File: config.mk
export PLATFORM = sky130hd
export DESIGN_NAME = heat_hold_cool_sequencer
export DESIGN_NICKNAME = d
export VERILOG_FILES = /design/src/hdl/hhcs_pkg.sv /design/src/hdl/heat_hold_cool_sequencer.sv /design/src/hdl/hhcs_hold_acc.sv /design/src/hdl/hhcs_core.sv
export SDC_FILE = /design/constraint.sdc
export NUM_CORES = 1
export LEC_CHECK = 0
export BUFFER_PORTS_ARGS = -buffer_cell sky130_fd_sc_hd__buf_2
export CAP_MARGIN = 20
export CORE_ASPECT_RATIO = 1.1
export CORE_UTILIZATION = 61
export DETAILED_ROUTE_END_ITERATION = 10
export PLACE_DENSITY = 0.82
export SLEW_MARGIN = 10
export SYNTH_ARGS = -nofsm -noshare
export SYNTH_HDL_FRONTEND = slang
export SYNTH_HIERARCHICAL = 1
export SYNTH_SLANG_ARGS = --single-unit
export TNS_END_PERCENT = 50
File: constraint.sdc
create_clock -name clk -period 15.3 [get_ports clk]
set_input_delay 0.765 -clock clk [delete_from_list [all_inputs] [get_ports clk]]
set_output_delay 0.765 -clock clk [all_outputs]
set_load 0.01 [all_outputs]
File: src/hdl/hhcs_pkg.sv
// Shared types and codes for the heat / hold / cool sequencer.
// Used by every module of the block and by its checker.
`timescale 1ns / 1ps
package hhcs_pkg;

  // Operating mode
  typedef enum logic [1:0] {
    MD_IDLE   = 2'd0,
    MD_AUTO   = 2'd1,
    MD_MANUAL = 2'd2,
    MD_EMERG  = 2'd3
  } mode_t;

  // Process state
  typedef enum logic [2:0] {
    PS_IDLE   = 3'd0,
    PS_HEAT   = 3'd1,
    PS_HOLD   = 3'd2,
    PS_COOL   = 3'd3,
    PS_DONE   = 3'd4,
    PS_MANUAL = 3'd5,
    PS_FAULT  = 3'd6,
    PS_EMERG  = 3'd7
  } pstate_t;

  // Fault code
  typedef enum logic [1:0] {
    FLT_NONE   = 2'd0,
    FLT_SENSOR = 2'd1,
    FLT_OVER   = 2'd2,
    FLT_EMERG  = 2'd3
  } fault_t;

  // Command status
  typedef enum logic [1:0] {
    CST_NONE     = 2'd0,
    CST_EXECUTED = 2'd1,
    CST_REJECTED = 2'd2
  } cmd_status_t;

  // Action codes carried in the input word's tuser
  localparam logic [3:0] ACT_TICK        = 4'd0;
  localparam logic [3:0] ACT_AUTO_START  = 4'd1;
  localparam logic [3:0] ACT_STOP        = 4'd2;
  localparam logic [3:0] ACT_MANUAL      = 4'd3;
  localparam logic [3:0] ACT_EMERG_STOP  = 4'd4;
  localparam logic [3:0] ACT_CLEAR_EMERG = 4'd5;
  localparam logic [3:0] ACT_RESET       = 4'd6;
  localparam logic [3:0] ACT_HEATER      = 4'd7;
  localparam logic [3:0] ACT_STIRRER     = 4'd8;
  localparam logic [3:0] ACT_COOLER      = 4'd9;

  // Drive bit positions
  localparam int DRV_HEAT = 0;
  localparam int DRV_STIR = 1;
  localparam int DRV_COOL = 2;

  // Reset values (tenths of a degree, seconds)
  localparam logic [10:0] MAX_SAFE_RESET = 11'd900;
  localparam logic signed [11:0] TARGET_RESET = 12'sd720;
  localparam logic signed [11:0] COOL_RESET = 12'sd350;
  localparam logic [15:0] HOLD_REQ_RESET = 16'd15;

  // Hysteresis band below target (1.0 degree) and hold margin (0.5 degree)
  localparam logic signed [12:0] HYST_BAND = 13'sd10;
  localparam logic signed [12:0] HOLD_MARGIN = 13'sd5;

  // Milliseconds per second
  localparam logic [16:0] MS_PER_S = 17'd1000;

  // One input word
  typedef struct packed {
    logic [3:0]         action;
    logic signed [11:0] temperature;
    logic               sensor_fault;
    logic [15:0]        elapsed_ms;
    logic signed [11:0] target_temp;
    logic [15:0]        hold_seconds;
    logic signed [11:0] cool_temp;
    logic               switch_on;
  } item_t;

  // One result word
  typedef struct packed {
    mode_t       mode;
    pstate_t     process_state;
    fault_t      fault;
    logic        heater;
    logic        stirrer;
    logic        cooler;
    cmd_status_t command_status;
    logic [15:0] hold_elapsed;
  } result_t;

endpackage

File: src/hdl/heat_hold_cool_sequencer.sv
// Heat / hold / cool sequencer top level: input register, sequencer core,
// result register and the over-temperature threshold register.
// Depends on hhcs_pkg and hhcs_core.
//
// Usage:
//   s_* carries one word per input event: a tick (action 0) with a sample,
//   sensor fault flag and elapsed milliseconds, or an operator command.
//   m_* returns exactly one result word per input word, in order.
//   cfg_* writes max_safe_temp; write it only while no word is in flight.
// Data path and throughput:
//   A word taken on s_* passes through the input register, then the result
//   register written by the single-pass core logic, before it appears on m_*.
//   One word per cycle is sustained while m_tready is high; the core is a
//   single pass because every word updates the state the next one reads.
// Reset (rst, synchronous): mode and process state go idle, fault clears,
//   drives go off, setpoints return to 72.0 / 35.0 degrees and 15 s, the
//   threshold returns to 90.0 degrees, and both registers are emptied.
// Stall: while m_tready is low the result holds; one more word can wait in
//   the input register, after which s_tready drops.
`timescale 1ns / 1ps
module heat_hold_cool_sequencer
  import hhcs_pkg::*;
(
  input  logic        clk,
  input  logic        rst,
  // Input words
  input  logic        s_tvalid,
  output logic        s_tready,
  // tdata, low bit up: temperature[11:0], sensor_fault[12], elapsed_ms[28:13],
  // target_temp[40:29], hold_seconds[56:41], cool_temp[68:57], switch_on[69]
  input  logic [71:0] s_tdata,
  // tuser: action[3:0]
  input  logic [3:0]  s_tuser,
  // Result words
  output logic        m_tvalid,
  input  logic        m_tready,
  // tdata, low bit up: mode[1:0], process_state[4:2], fault[6:5], heater[7],
  // stirrer[8], cooler[9], hold_elapsed[25:10]
  output logic [31:0] m_tdata,
  // tuser: command_status[1:0]
  output logic [1:0]  m_tuser,
  // Threshold register write
  input  logic        cfg_valid,
  output logic        cfg_ready,
  input  logic [10:0] cfg_data
);

  logic        in_valid;
  item_t       in_item;
  logic        advance;
  logic        out_valid;
  result_t     out_res;
  result_t     core_res;
  logic [10:0] max_safe_temp;

  // Handshake: the input register drains whenever the result register is free.
  assign advance   = in_valid && (!out_valid || m_tready);
  assign s_tready  = !in_valid || advance;
  assign cfg_ready = 1'b1;

  // Threshold register
  always_ff @(posedge clk) begin
    if (rst) begin
      max_safe_temp <= MAX_SAFE_RESET;
    end else if (cfg_valid) begin
      max_safe_temp <= cfg_data;
    end
  end

  // Input register
  always_ff @(posedge clk) begin
    if (rst) begin
      in_valid <= 1'b0;
    end else if (s_tready) begin
      in_valid <= s_tvalid;
    end
  end

  always_ff @(posedge clk) begin
    if (s_tvalid && s_tready) begin
      in_item.action       <= s_tuser;
      in_item.temperature  <= s_tdata[11:0];
      in_item.sensor_fault <= s_tdata[12];
      in_item.elapsed_ms   <= s_tdata[28:13];
      in_item.target_temp  <= s_tdata[40:29];
      in_item.hold_seconds <= s_tdata[56:41];
      in_item.cool_temp    <= s_tdata[68:57];
      in_item.switch_on    <= s_tdata[69];
    end
  end

  hhcs_core u_core (
    .clk           (clk),
    .rst           (rst),
    .step          (advance),
    .item          (in_item),
    .max_safe_temp (max_safe_temp),
    .result        (core_res)
  );

  // Result register
  always_ff @(posedge clk) begin
    if (rst) begin
      out_valid <= 1'b0;
    end else if (advance) begin
      out_valid <= 1'b1;
    end else if (m_tready) begin
      out_valid <= 1'b0;
    end
  end

  always_ff @(posedge clk) begin
    if (advance) begin
      out_res <= core_res;
    end
  end

  // Pack the result word
  assign m_tvalid = out_valid;
  assign m_tdata  = {6'd0, out_res.hold_elapsed, out_res.cooler, out_res.stirrer,
                     out_res.heater, out_res.fault, out_res.process_state, out_res.mode};
  assign m_tuser  = out_res.command_status;

endmodule

File: src/hdl/hhcs_hold_acc.sv
// Hold-time accumulator: adds the tick's milliseconds to the remainder and
// carries whole seconds into the saturating hold count. Uses hhcs_pkg.
`timescale 1ns / 1ps
module hhcs_hold_acc
  import hhcs_pkg::*;
(
  input  logic [15:0] cnt_base,
  input  logic [9:0]  rem_base,
  input  logic [15:0] elapsed_ms,
  output logic [15:0] cnt,
  output logic [9:0]  rem
);

  logic [16:0] sum;
  logic [27:0] scaled;
  logic [6:0]  q_est;
  logic [16:0] q_thou;
  logic [16:0] r_est;
  logic        carry_one;
  logic [6:0]  q;
  logic [16:0] r;
  logic [16:0] cnt_sum;

  // Sum stays at most 999 + 65535, so the quotient by 1000 is at most 66.
  assign sum = {7'd0, rem_base} + {1'b0, elapsed_ms};

  // Quotient estimate: sum * 1048 / 2^20 is the true quotient or one less.
  assign scaled = ({11'd0, sum} << 10) + ({11'd0, sum} << 4) + ({11'd0, sum} << 3);
  assign q_est  = scaled[26:20];

  // q * 1000 as shifts: 1024q - 16q - 8q.
  assign q_thou = ({10'd0, q_est} << 10) - ({10'd0, q_est} << 4) - ({10'd0, q_est} << 3);
  assign r_est  = sum - q_thou;

  // One correction step.
  assign carry_one = (r_est >= MS_PER_S);
  assign q = carry_one ? q_est + 7'd1 : q_est;
  assign r = carry_one ? r_est - MS_PER_S : r_est;

  // Saturating count.
  assign cnt_sum = {1'b0, cnt_base} + {10'd0, q};
  assign cnt = cnt_sum[16] ? 16'hFFFF : cnt_sum[15:0];
  assign rem = r[9:0];

endmodule

File: src/hdl/hhcs_core.sv
// Sequencer state registers and the single-pass next-state logic for one
// word. Uses hhcs_pkg and instantiates hhcs_hold_acc.
`timescale 1ns / 1ps
module hhcs_core
  import hhcs_pkg::*;
(
  input  logic        clk,
  input  logic        rst,
  input  logic        step,
  input  item_t       item,
  input  logic [10:0] max_safe_temp,
  output result_t     result
);

  // State registers
  mode_t              mode_q;
  pstate_t            ps_q;
  fault_t             fault_q;
  logic signed [11:0] target_q;
  logic signed [11:0] cool_q;
  logic [15:0]        hold_req_q;
  logic [15:0]        hold_cnt_q;
  logic [9:0]         ms_rem_q;
  logic [2:0]         drive_q;

  // Next values
  mode_t              mode_next;
  pstate_t            ps_next;
  fault_t             fault_next;
  logic signed [11:0] target_next;
  logic signed [11:0] cool_next;
  logic [15:0]        hold_req_next;
  logic [15:0]        hold_cnt_next;
  logic [9:0]         ms_rem_next;
  logic [2:0]         drive_next;
  cmd_status_t        status;

  // Comparisons
  logic signed [12:0] t13;
  logic signed [12:0] tgt13;
  logic signed [12:0] cool13;
  logic signed [12:0] safe13;
  logic               overt;
  logic               t_ge_tgt;
  logic               t_le_band;
  logic               t_ge_margin;
  logic               t_le_cool;
  logic               hold_met;
  logic               safety_trip;
  logic               enter_hold;

  // Accumulator hookup
  logic [15:0] acc_cnt_base;
  logic [9:0]  acc_rem_base;
  logic [15:0] acc_cnt;
  logic [9:0]  acc_rem;

  assign t13    = {item.temperature[11], item.temperature};
  assign tgt13  = {target_q[11], target_q};
  assign cool13 = {cool_q[11], cool_q};
  assign safe13 = $signed({2'b00, max_safe_temp});

  assign overt       = (t13 >= safe13);
  assign t_ge_tgt    = (t13 >= tgt13);
  assign t_le_band   = (t13 <= tgt13 - HYST_BAND);
  assign t_ge_margin = (t13 >= tgt13 - HOLD_MARGIN);
  assign t_le_cool   = (t13 <= cool13);
  assign hold_met    = (hold_cnt_q >= hold_req_q);

  // A tick leaves heating for holding when no safety check trips and the
  // sample has reached the target.
  assign safety_trip = (item.sensor_fault || overt) && (mode_q != MD_EMERG);
  assign enter_hold  = (item.action == ACT_TICK) && (mode_q == MD_AUTO) &&
                       (ps_q == PS_HEAT) && !safety_trip && t_ge_tgt;

  // A tick that enters holding counts from a cleared count and remainder.
  assign acc_cnt_base = enter_hold ? 16'd0 : hold_cnt_q;
  assign acc_rem_base = enter_hold ? 10'd0 : ms_rem_q;

  hhcs_hold_acc u_hold_acc (
    .cnt_base   (acc_cnt_base),
    .rem_base   (acc_rem_base),
    .elapsed_ms (item.elapsed_ms),
    .cnt        (acc_cnt),
    .rem        (acc_rem)
  );

  // Next-state logic for one word
  always_comb begin
    mode_next     = mode_q;
    ps_next       = ps_q;
    fault_next    = fault_q;
    target_next   = target_q;
    cool_next     = cool_q;
    hold_req_next = hold_req_q;
    hold_cnt_next = hold_cnt_q;
    ms_rem_next   = ms_rem_q;
    drive_next    = drive_q;
    status        = CST_EXECUTED;

    case (item.action)
      ACT_TICK: begin
        status = CST_NONE;
        // Safety checks first; over temperature wins over a sensor fault.
        if (item.sensor_fault && mode_q != MD_EMERG) begin
          fault_next = FLT_SENSOR;
          ps_next    = PS_FAULT;
          drive_next = 3'b000;
        end
        if (overt && mode_q != MD_EMERG) begin
          fault_next = FLT_OVER;
          ps_next    = PS_FAULT;
          drive_next = 3'b000;
        end
        // Auto sequence
        if (mode_q == MD_AUTO) begin
          case (ps_next)
            PS_HEAT: begin
              drive_next[DRV_STIR] = 1'b1;
              drive_next[DRV_COOL] = 1'b0;
              if (t_ge_tgt) begin
                drive_next[DRV_HEAT] = 1'b0;
                ps_next    = PS_HOLD;
              end else if (t_le_band) begin
                drive_next[DRV_HEAT] = 1'b1;
              end
            end
            PS_HOLD: begin
              drive_next[DRV_STIR] = 1'b1;
              drive_next[DRV_COOL] = 1'b0;
              drive_next[DRV_HEAT] = !t_ge_tgt;
              if (hold_met) begin
                ps_next = PS_COOL;
              end
            end
            PS_COOL: begin
              drive_next = 3'b110;
              if (t_le_cool) begin
                ps_next    = PS_DONE;
                drive_next = 3'b000;
              end
            end
            PS_DONE: begin
              drive_next = 3'b000;
            end
            default: begin
            end
          endcase
        end
        // Hold counting, or fall back to heating when the sample drops.
        if (ps_next == PS_HOLD) begin
          if (t_ge_margin) begin
            hold_cnt_next = acc_cnt;
            ms_rem_next   = acc_rem;
          end else begin
            mode_next = MD_AUTO;
            ps_next   = PS_HEAT;
            if (enter_hold) begin
              hold_cnt_next = 16'd0;
              ms_rem_next   = 10'd0;
            end
          end
        end else if (enter_hold) begin
          hold_cnt_next = 16'd0;
          ms_rem_next   = 10'd0;
        end
      end
      ACT_AUTO_START: begin
        if (mode_q == MD_EMERG || ps_q == PS_FAULT || item.sensor_fault) begin
          status = CST_REJECTED;
        end else begin
          target_next   = item.target_temp;
          hold_req_next = item.hold_seconds;
          cool_next     = item.cool_temp;
          mode_next     = MD_AUTO;
          ps_next       = PS_HEAT;
        end
      end
      ACT_STOP: begin
        mode_next  = MD_IDLE;
        ps_next    = PS_IDLE;
        drive_next = 3'b000;
      end
      ACT_MANUAL: begin
        if (mode_q == MD_EMERG || ps_q == PS_FAULT) begin
          status = CST_REJECTED;
        end else begin
          mode_next = MD_MANUAL;
          ps_next   = PS_MANUAL;
        end
      end
      ACT_EMERG_STOP: begin
        mode_next  = MD_EMERG;
        ps_next    = PS_EMERG;
        fault_next = FLT_EMERG;
        drive_next = 3'b000;
      end
      ACT_CLEAR_EMERG: begin
        if (mode_q == MD_EMERG) begin
          fault_next = FLT_NONE;
          mode_next  = MD_IDLE;
          ps_next    = PS_IDLE;
          drive_next = 3'b000;
        end else begin
          status = CST_REJECTED;
        end
      end
      ACT_RESET: begin
        if (ps_q == PS_FAULT && (item.sensor_fault || overt)) begin
          status = CST_REJECTED;
        end else begin
          if (ps_q == PS_FAULT) begin
            fault_next = FLT_NONE;
          end
          mode_next  = MD_IDLE;
          ps_next    = PS_IDLE;
          drive_next = 3'b000;
        end
      end
      ACT_HEATER: begin
        if (mode_q != MD_MANUAL || (item.switch_on && (overt || item.sensor_fault))) begin
          status = CST_REJECTED;
        end else begin
          drive_next[DRV_HEAT] = item.switch_on;
        end
      end
      ACT_STIRRER: begin
        if (mode_q != MD_MANUAL) begin
          status = CST_REJECTED;
        end else begin
          drive_next[DRV_STIR] = item.switch_on;
        end
      end
      ACT_COOLER: begin
        if (mode_q != MD_MANUAL) begin
          status = CST_REJECTED;
        end else begin
          drive_next[DRV_COOL] = item.switch_on;
        end
      end
      default: begin
        status = CST_REJECTED;
      end
    endcase
  end

  // Result as seen after the update
  always_comb begin
    result.mode           = mode_next;
    result.process_state  = ps_next;
    result.fault          = fault_next;
    result.heater         = drive_next[DRV_HEAT];
    result.stirrer        = drive_next[DRV_STIR];
    result.cooler         = drive_next[DRV_COOL];
    result.command_status = status;
    result.hold_elapsed   = hold_cnt_next;
  end

  // State registers advance once per processed word
  always_ff @(posedge clk) begin
    if (rst) begin
      mode_q     <= MD_IDLE;
      ps_q       <= PS_IDLE;
      fault_q    <= FLT_NONE;
      target_q   <= TARGET_RESET;
      cool_q     <= COOL_RESET;
      hold_req_q <= HOLD_REQ_RESET;
      hold_cnt_q <= 16'd0;
      ms_rem_q   <= 10'd0;
      drive_q    <= 3'b000;
    end else if (step) begin
      mode_q     <= mode_next;
      ps_q       <= ps_next;
      fault_q    <= fault_next;
      target_q   <= target_next;
      cool_q     <= cool_next;
      hold_req_q <= hold_req_next;
      hold_cnt_q <= hold_cnt_next;
      ms_rem_q   <= ms_rem_next;
      drive_q    <= drive_next;
    end
  end

endmodule

==> impl_metrics.yaml, run 1 <==
yosys:
  yosys.area.top_type: "edfxtp_1"
  syn_area_sq_um: 14000
  synthFlopType: "edfxtp_1"
  ys_types: 99
  synth_seq_cells: 191
  yosysWarningCount: 6
  ys_top_cells_by_area: "edfxtp_1 22%, ha_1 14%, dfxtp_1 13%"
  synth_most_common_cell: "nand2_1"
  netlist_instances: 1532
  synth.top_cell.area_share: 0.219
  async_reset_ff_frac: 0
  avgSynthCellArea_sq_um: 9.12
  seq_area_frac_synth: 0.347
  synth_edf_count: 102
  ys_top_cells_by_count: "184 x nand2_1, 156 x ha_1, 118 x inv_1"
clock_tree:
  insertion_delay_ns: 0.45
  cts_resized: 0
  cts_tree: "done"
  h-tree-depth: 4
  cts_made_buffers: 17
  clockRootBuffer: "clkbuf_16"
  clock_sinks: 191
  post_cts.repair.setup_buffers: 0
  cts_hold_buf: 0
  clockBufferDepth: 2
  path_clk_slew_ns: 0.08
setup_path:
  cp_max_fo: 14
  path_buf_inv: 5
  cpMostUsedCell: "ha_1"
  slowest_stage: "or3_1"
  cp_top_family: "compound AO/OA/AOI/OAI gates"
  cp.required_ns: 15.66
  crit_type: "flop to flop"
  critPathLaunchType: "flop"
  arrival_ns: 14.57
  slowest_delay_ns: 0.60
  cp-end-kind: "flop"
power:
  p_leak_nw: 6.39
  powerDensity_nw_per_um2: 160
  ir_worst_vdd_mv: 0.170
drt:
  dr.first_iter.drc_count: 905
  wl_per_cell_um: 17.1
  antenna_left: 0
  wl_um: 32800
  drt_first_pass_iters: 6
  routed_via_density: 6.12
  drc_errors: 0
  dr_total_vias: 11800
worst_hold_path:
  hp-class: "flop to flop"
layout:
  final_area_sq_um: 15300
  synthToLayoutAreaGrowth_pct: 9.72
  diodes: 0
  multi_input_area_sq_um: 8390
  drive_above_1_share: 0.139
  fillers: 1785
  nets: 1876
  final-seq-area_sq_um: 4840
timing:
  finalSetupTns_ns: 0
  hold_viol: 0
  drv_slew: 0
  clock.fmax_mhz: 70.4
  rsz0062_at_grt: "false"
  tightestPinTransition_ns: 1.08
  skew_ns: 0.0136
  slew_headroom: 0.283
  period_share: 0.929
  setup_violations: 0
  min_period_ns: 14.21
place:
  gp_congestion: 0.897
  io_buffers: 119
  placed_cell_area_sq_um: 14700
  dp_hpwl_um: 24000
die:
  rows: 57
  core_area_sq_um: 22300
  io_pins: 129
  die_w_um: 146
  die-area_sq_um: 23500
  start_util: 0.628
  die_y_um: 161
run:
  cap_violations: 0
grt:
  grt_util_all_layers: 0.285
  antenna_found_initial: 0
  grt_max_degree: 90
  overflow: 0
  grt_pass1_vias: 11300
  grt_pass1_wl_um: 54200
status:
  outcome: "completed"
-- where the power goes --
part | internal [mW] | switching, mW
clock | 0.228 | 0.227
combinational | 0.611 | 0.811
sequential | 0.565 | 0.0194
-- layout make-up --
cell class | instances | share of cell area
clock buffers | 18 | 0.0286
clock inverters | 14 | 0.0121
inverters | 121 | 0.0296
multi-input cells | 1157 | 0.547
flip-flops and latches | 191 | 0.316
well taps | 295 | 0.0241
repair buffers | 127 | 0.0427
-- per-layer routing --
layer	share of wire	global-route usage	up-vias
met5	0	0	-
met4	0.023	0.107	0
met3	0.053	0.0361	60
met2	0.49	0.495	429
met1	0.44	0.361	5581
li1	-	-	5697
-- worst min-delay path, delay by kind of cell (launching register included) --
kind / cells / cell delay (ns)
flops: 1 / 0.31
simple gates: 1 / 0.05
compound gates: 1 / 0.05
-- registers in the layout, summed over array words and instances (netlist names), 2 cells and up --
name / count
u_core/hold_req_q: 16
u_core/drive_q: 3
u_core/cool_q: 12
m_tuser: 2
max_safe_temp: 11
in_item: 74
u_core/target_q: 12
u_core/hold_cnt_q: 16
u_core/mode_q: 2
u_core/ps_q: 3
u_core/ms_rem_q: 10
u_core/fault_q: 2
m_tdata: 26
-- stage by stage --
stage | hold slack, ns | cells | total power [mW] | utilization | setup slack (ns)
floorplan | 0.433 | 1537 | 1.73 | - | 2.59
global placement | 0.441 | 1891 | 1.94 | 0.661 | 1.47
detailed placement | 0.442 | 1891 | 1.98 | 0.661 | 1.11
CTS | 0.462 | 1923 | 2.45 | 0.689 | 1.05
global route | 0.466 | 1923 | 2.64 | 0.689 | 0.157
finish | 0.459 | 1923 | 2.46 | 0.689 | 1.09
-- kinds of logic after synthesis --
| group | after synthesis | synth area share |
|---|---|---|
| and+or+nand+nor | 505 | 0.182 |
| AOI/OAI and AO/OA | 374 | 0.183 |
| DFF | 191 | 0.347 |
| buffers and inverters | 189 | 0.0561 |
| adders and majority gates | 170 | 0.159 |
| xor gates and xnor gates | 77 | 0.0509 |
| muxes | 24 | 0.0213 |
| other | 2 | 0.000537 |
-- final timing paths --
kind	from	to	slack (ns)	depth (start not counted)
worst max-delay path	in_item[58]	u_core/hold_cnt_q[4]	1.09	55
worst min-delay path	u_core/hold_req_q[7]	u_core/hold_req_q[7]	0.46	2
worst max register to register	in_item[58]	u_core/hold_cnt_q[4]	1.09	55
worst min register to register	u_core/hold_req_q[7]	u_core/hold_req_q[7]	0.46	2
-- cells in the final DEF (no fill, tap or decap), types with 15 or more instances in the layout --
cell type / synthesis / layout
a21oi_1: 96 / 96
dfxtp_1: 89 / 89
a31oi_1: 42 / 42
clkbuf_16: 0 / 17
inv_1: 118 / 118
edfxtp_1: 102 / 102
xnor2_1: 53 / 51
nand2_1: 184 / 184
o211ai_1: 40 / 40
buf_2: 8 / 119
o21ai_0: 50 / 50
nor2b_1: 16 / 16
a21o_1: 17 / 17
nor3_1: 15 / 15
ha_1: 156 / 156
xor2_1: 19 / 19
nor2_1: 97 / 96
and2_1: 40 / 38
nand3_1: 20 / 20
nand2b_1: 17 / 17
nand4_1: 43 / 43
o21a_1: 20 / 20
nand3b_1: 17 / 17
(Power assumes the default switching activity.)
==> run 2, diff against run 1 <==
ABC_AREA = 1   (was not set)
CELL_PAD_IN_SITES_DETAIL_PLACEMENT = 0   (was not set)
CELL_PAD_IN_SITES_GLOBAL_PLACEMENT = 1   (was not set)
CORE_UTILIZATION = 45   (was 61)
PLACE_DENSITY = not set   (was 0.82)
PLACE_DENSITY_LB_ADDON = 0.1   (was not set)
==> impl_metrics.yaml, run 2 <==
status:
  outcome: "finished with violations"
  violations: "design-rule violations"
drt:
  drt_first_pass_iters: 8
  routed_via_density: 4.99
  dr_wl_met2_um: 18000
  drc_errors: 2
  wirelength_met1_um: 16200
  antenna_left: 0
  top_layer: "met4"
  dr.first_iter.drc_count: 515
  dr_total_vias: 12100
  wl_per_cell_um: 14.7
  wl_um: 35700
  wl_met3_um: 1010
yosys:
  synth_edf_count: 102
  yosysWarningCount: 6
  syn_area_sq_um: 14300
  ys_top_cells_by_area: "edfxtp_1 21%, ha_1 14%, nand2_1 12%"
  avgSynthCellArea_sq_um: 7.52
  yosys.area.top_type: "edfxtp_1"
  seq_area_frac_synth: 0.338
  synth.top_cell.area_share: 0.214
  synth_seq_cells: 191
  async_reset_ff_frac: 0
  ys_top_cells_by_count: "476 x nand2_1, 288 x inv_1, 162 x a21oi_1"
  ys_types: 61
  synthFlopType: "edfxtp_1"
  netlist_instances: 1904
  synth_most_common_cell: "nand2_1"
setup_path:
  cp.required_ns: 15.62
  slowest_stage: "fa_1"
  critPathLaunchType: "flop"
  cp-end-kind: "flop"
  crit_type: "flop to flop"
  r2r_slack_ns: 2.01
  cp_max_fo: 26
  cpMostUsedCell: "nand2_1"
  arrival_ns: 13.61
  slowest_delay_ns: 0.54
layout:
  multi_input_area_sq_um: 8070
  final-seq-area_sq_um: 4840
  final_cell_mix: "476 x nand2_1, 287 x inv_1, 161 x a21oi_1"
  diodes: 0
  nets: 2261
  final_common_cell: "nand2_1"
  final_util: 0.505
  synthToLayoutAreaGrowth_pct: 10.6
  largest_reg_flops: 74
  largest_register: "in_item"
  drive_above_1_share: 0.117
  fillers: 3180
grt:
  overflow: 0
  grt_pass1_vias: 11700
  grt_pass1_wl_um: 57700
  grt_util_all_layers: 0.229
  grt_max_degree: 75
  antenna_found_initial: 0
timing:
  rsz0062_at_grt: "false"
  tightestPinTransition_ns: 1.03
  hold_viol: 0
  clock.fmax_mhz: 75.2
  skew_ns: 0.0124
  min_period_ns: 13.29
  setup_violations: 0
  slew_headroom: 0.310
  finalSetupTns_ns: 0
  drv_slew: 0
  period_share: 0.869
  setup_slack_ns: 2.01
die:
  die_y_um: 189
  die-area_sq_um: 32500
  io_pins: 129
  rows: 68
  die_w_um: 172
  start_util: 0.457
  core_area_sq_um: 31300
place:
  io_buffers: 119
  place_ws_ns: 1.83
  dp_hpwl_um: 27400
  gp_congestion: 0.865
clock_tree:
  insertion_delay_ns: 0.46
  cts_tree: "done"
  clock_sinks: 191
  clockRootBuffer: "clkbuf_16"
  path_clk_slew_ns: 0.08
  cts_resized: 0
  clockBufferDepth: 2
  h-tree-depth: 4
  cts_made_buffers: 17
  cts_hold_buf: 0
  post_cts.repair.setup_buffers: 0
power:
  p_leak_nw: 7.84
  powerDensity_nw_per_um2: 96.3
  ir_worst_vdd_mv: 0.0853
  power_mw: 1.52
worst_hold_path:
  hp-class: "flop to flop"
run:
  cap_violations: 0
-- run 2: final timing paths --
| path | to | from | cells past startpoint |
|---|---|---|---|
| hold / removal | u_core/hold_req_q[0] | in_item[13] | 2 |
| setup / recovery | m_tdata[24] | in_item[65] | 72 |
| setup reg to reg | m_tdata[24] | in_item[65] | 72 |
| hold reg to reg | u_core/hold_req_q[0] | in_item[13] | 2 |
-- run 2: power by group --
group | total (mW) | internal (mW) | switching, mW
registers | 0.574 | 0.561 | 0.0128
clock network | 0.460 | 0.223 | 0.237
logic | 0.489 | 0.178 | 0.312
-- run 2: through the flow --
stage | hold slack, ns | instances | area [sq um]
2_1_floorplan | 0.429 | 1909 | 14300
3_3_place_gp | 0.442 | 2401 | 15200
3_5_place_dp | 0.451 | 2401 | 15200
4_1_cts | 0.446 | 2433 | 15800
5_1_grt | 0.438 | 2433 | 15800
6_report | 0.463 | 2433 | 15800
-- run 2: kinds of logic (layout without fill, tap and decap cells) --
group | Yosys count | after routing | share of synthesized area
AOI/OAI and AO/OA | 338 | 338 | 0.131
xor gates and xnor gates | 49 | 49 | 0.0305
adders and majority gates | 169 | 169 | 0.155
buffers and inverters | 353 | 457 | 0.0997
DFF | 191 | 191 | 0.338
other | 2 | 7 | 0.000525
and+or+nand+nor | 802 | 802 | 0.245
-- run 2: area by class of cell --
type / count / share of cell area
clock buffer: 17 / 0.0269
inverter: 299 / 0.0710
tap: 420 / 0.0332
timing repair buffer: 126 / 0.0410
sequential: 191 / 0.306
clock inverter: 15 / 0.0116
multi-input combinational: 1365 / 0.510
-- run 2: critical path, delay by kind of cell (launching register included) --
kind | cells | cell delay [ns]
and+or+nand+nor | 37 | 5.20
buffers and inverters | 8 | 0.63
xor gates and xnor gates | 2 | 0.68
adders and majority gates | 10 | 3.15
AOI/OAI and AO/OA | 15 | 2.96
DFF | 1 | 0.52
-- run 2: per-layer routing --
metal	up-vias	track usage
met4	0	0.0572
met2	162	0.416
met5	-	0
met3	31	0.0355
li1	6407	-
met1	5538	0.277
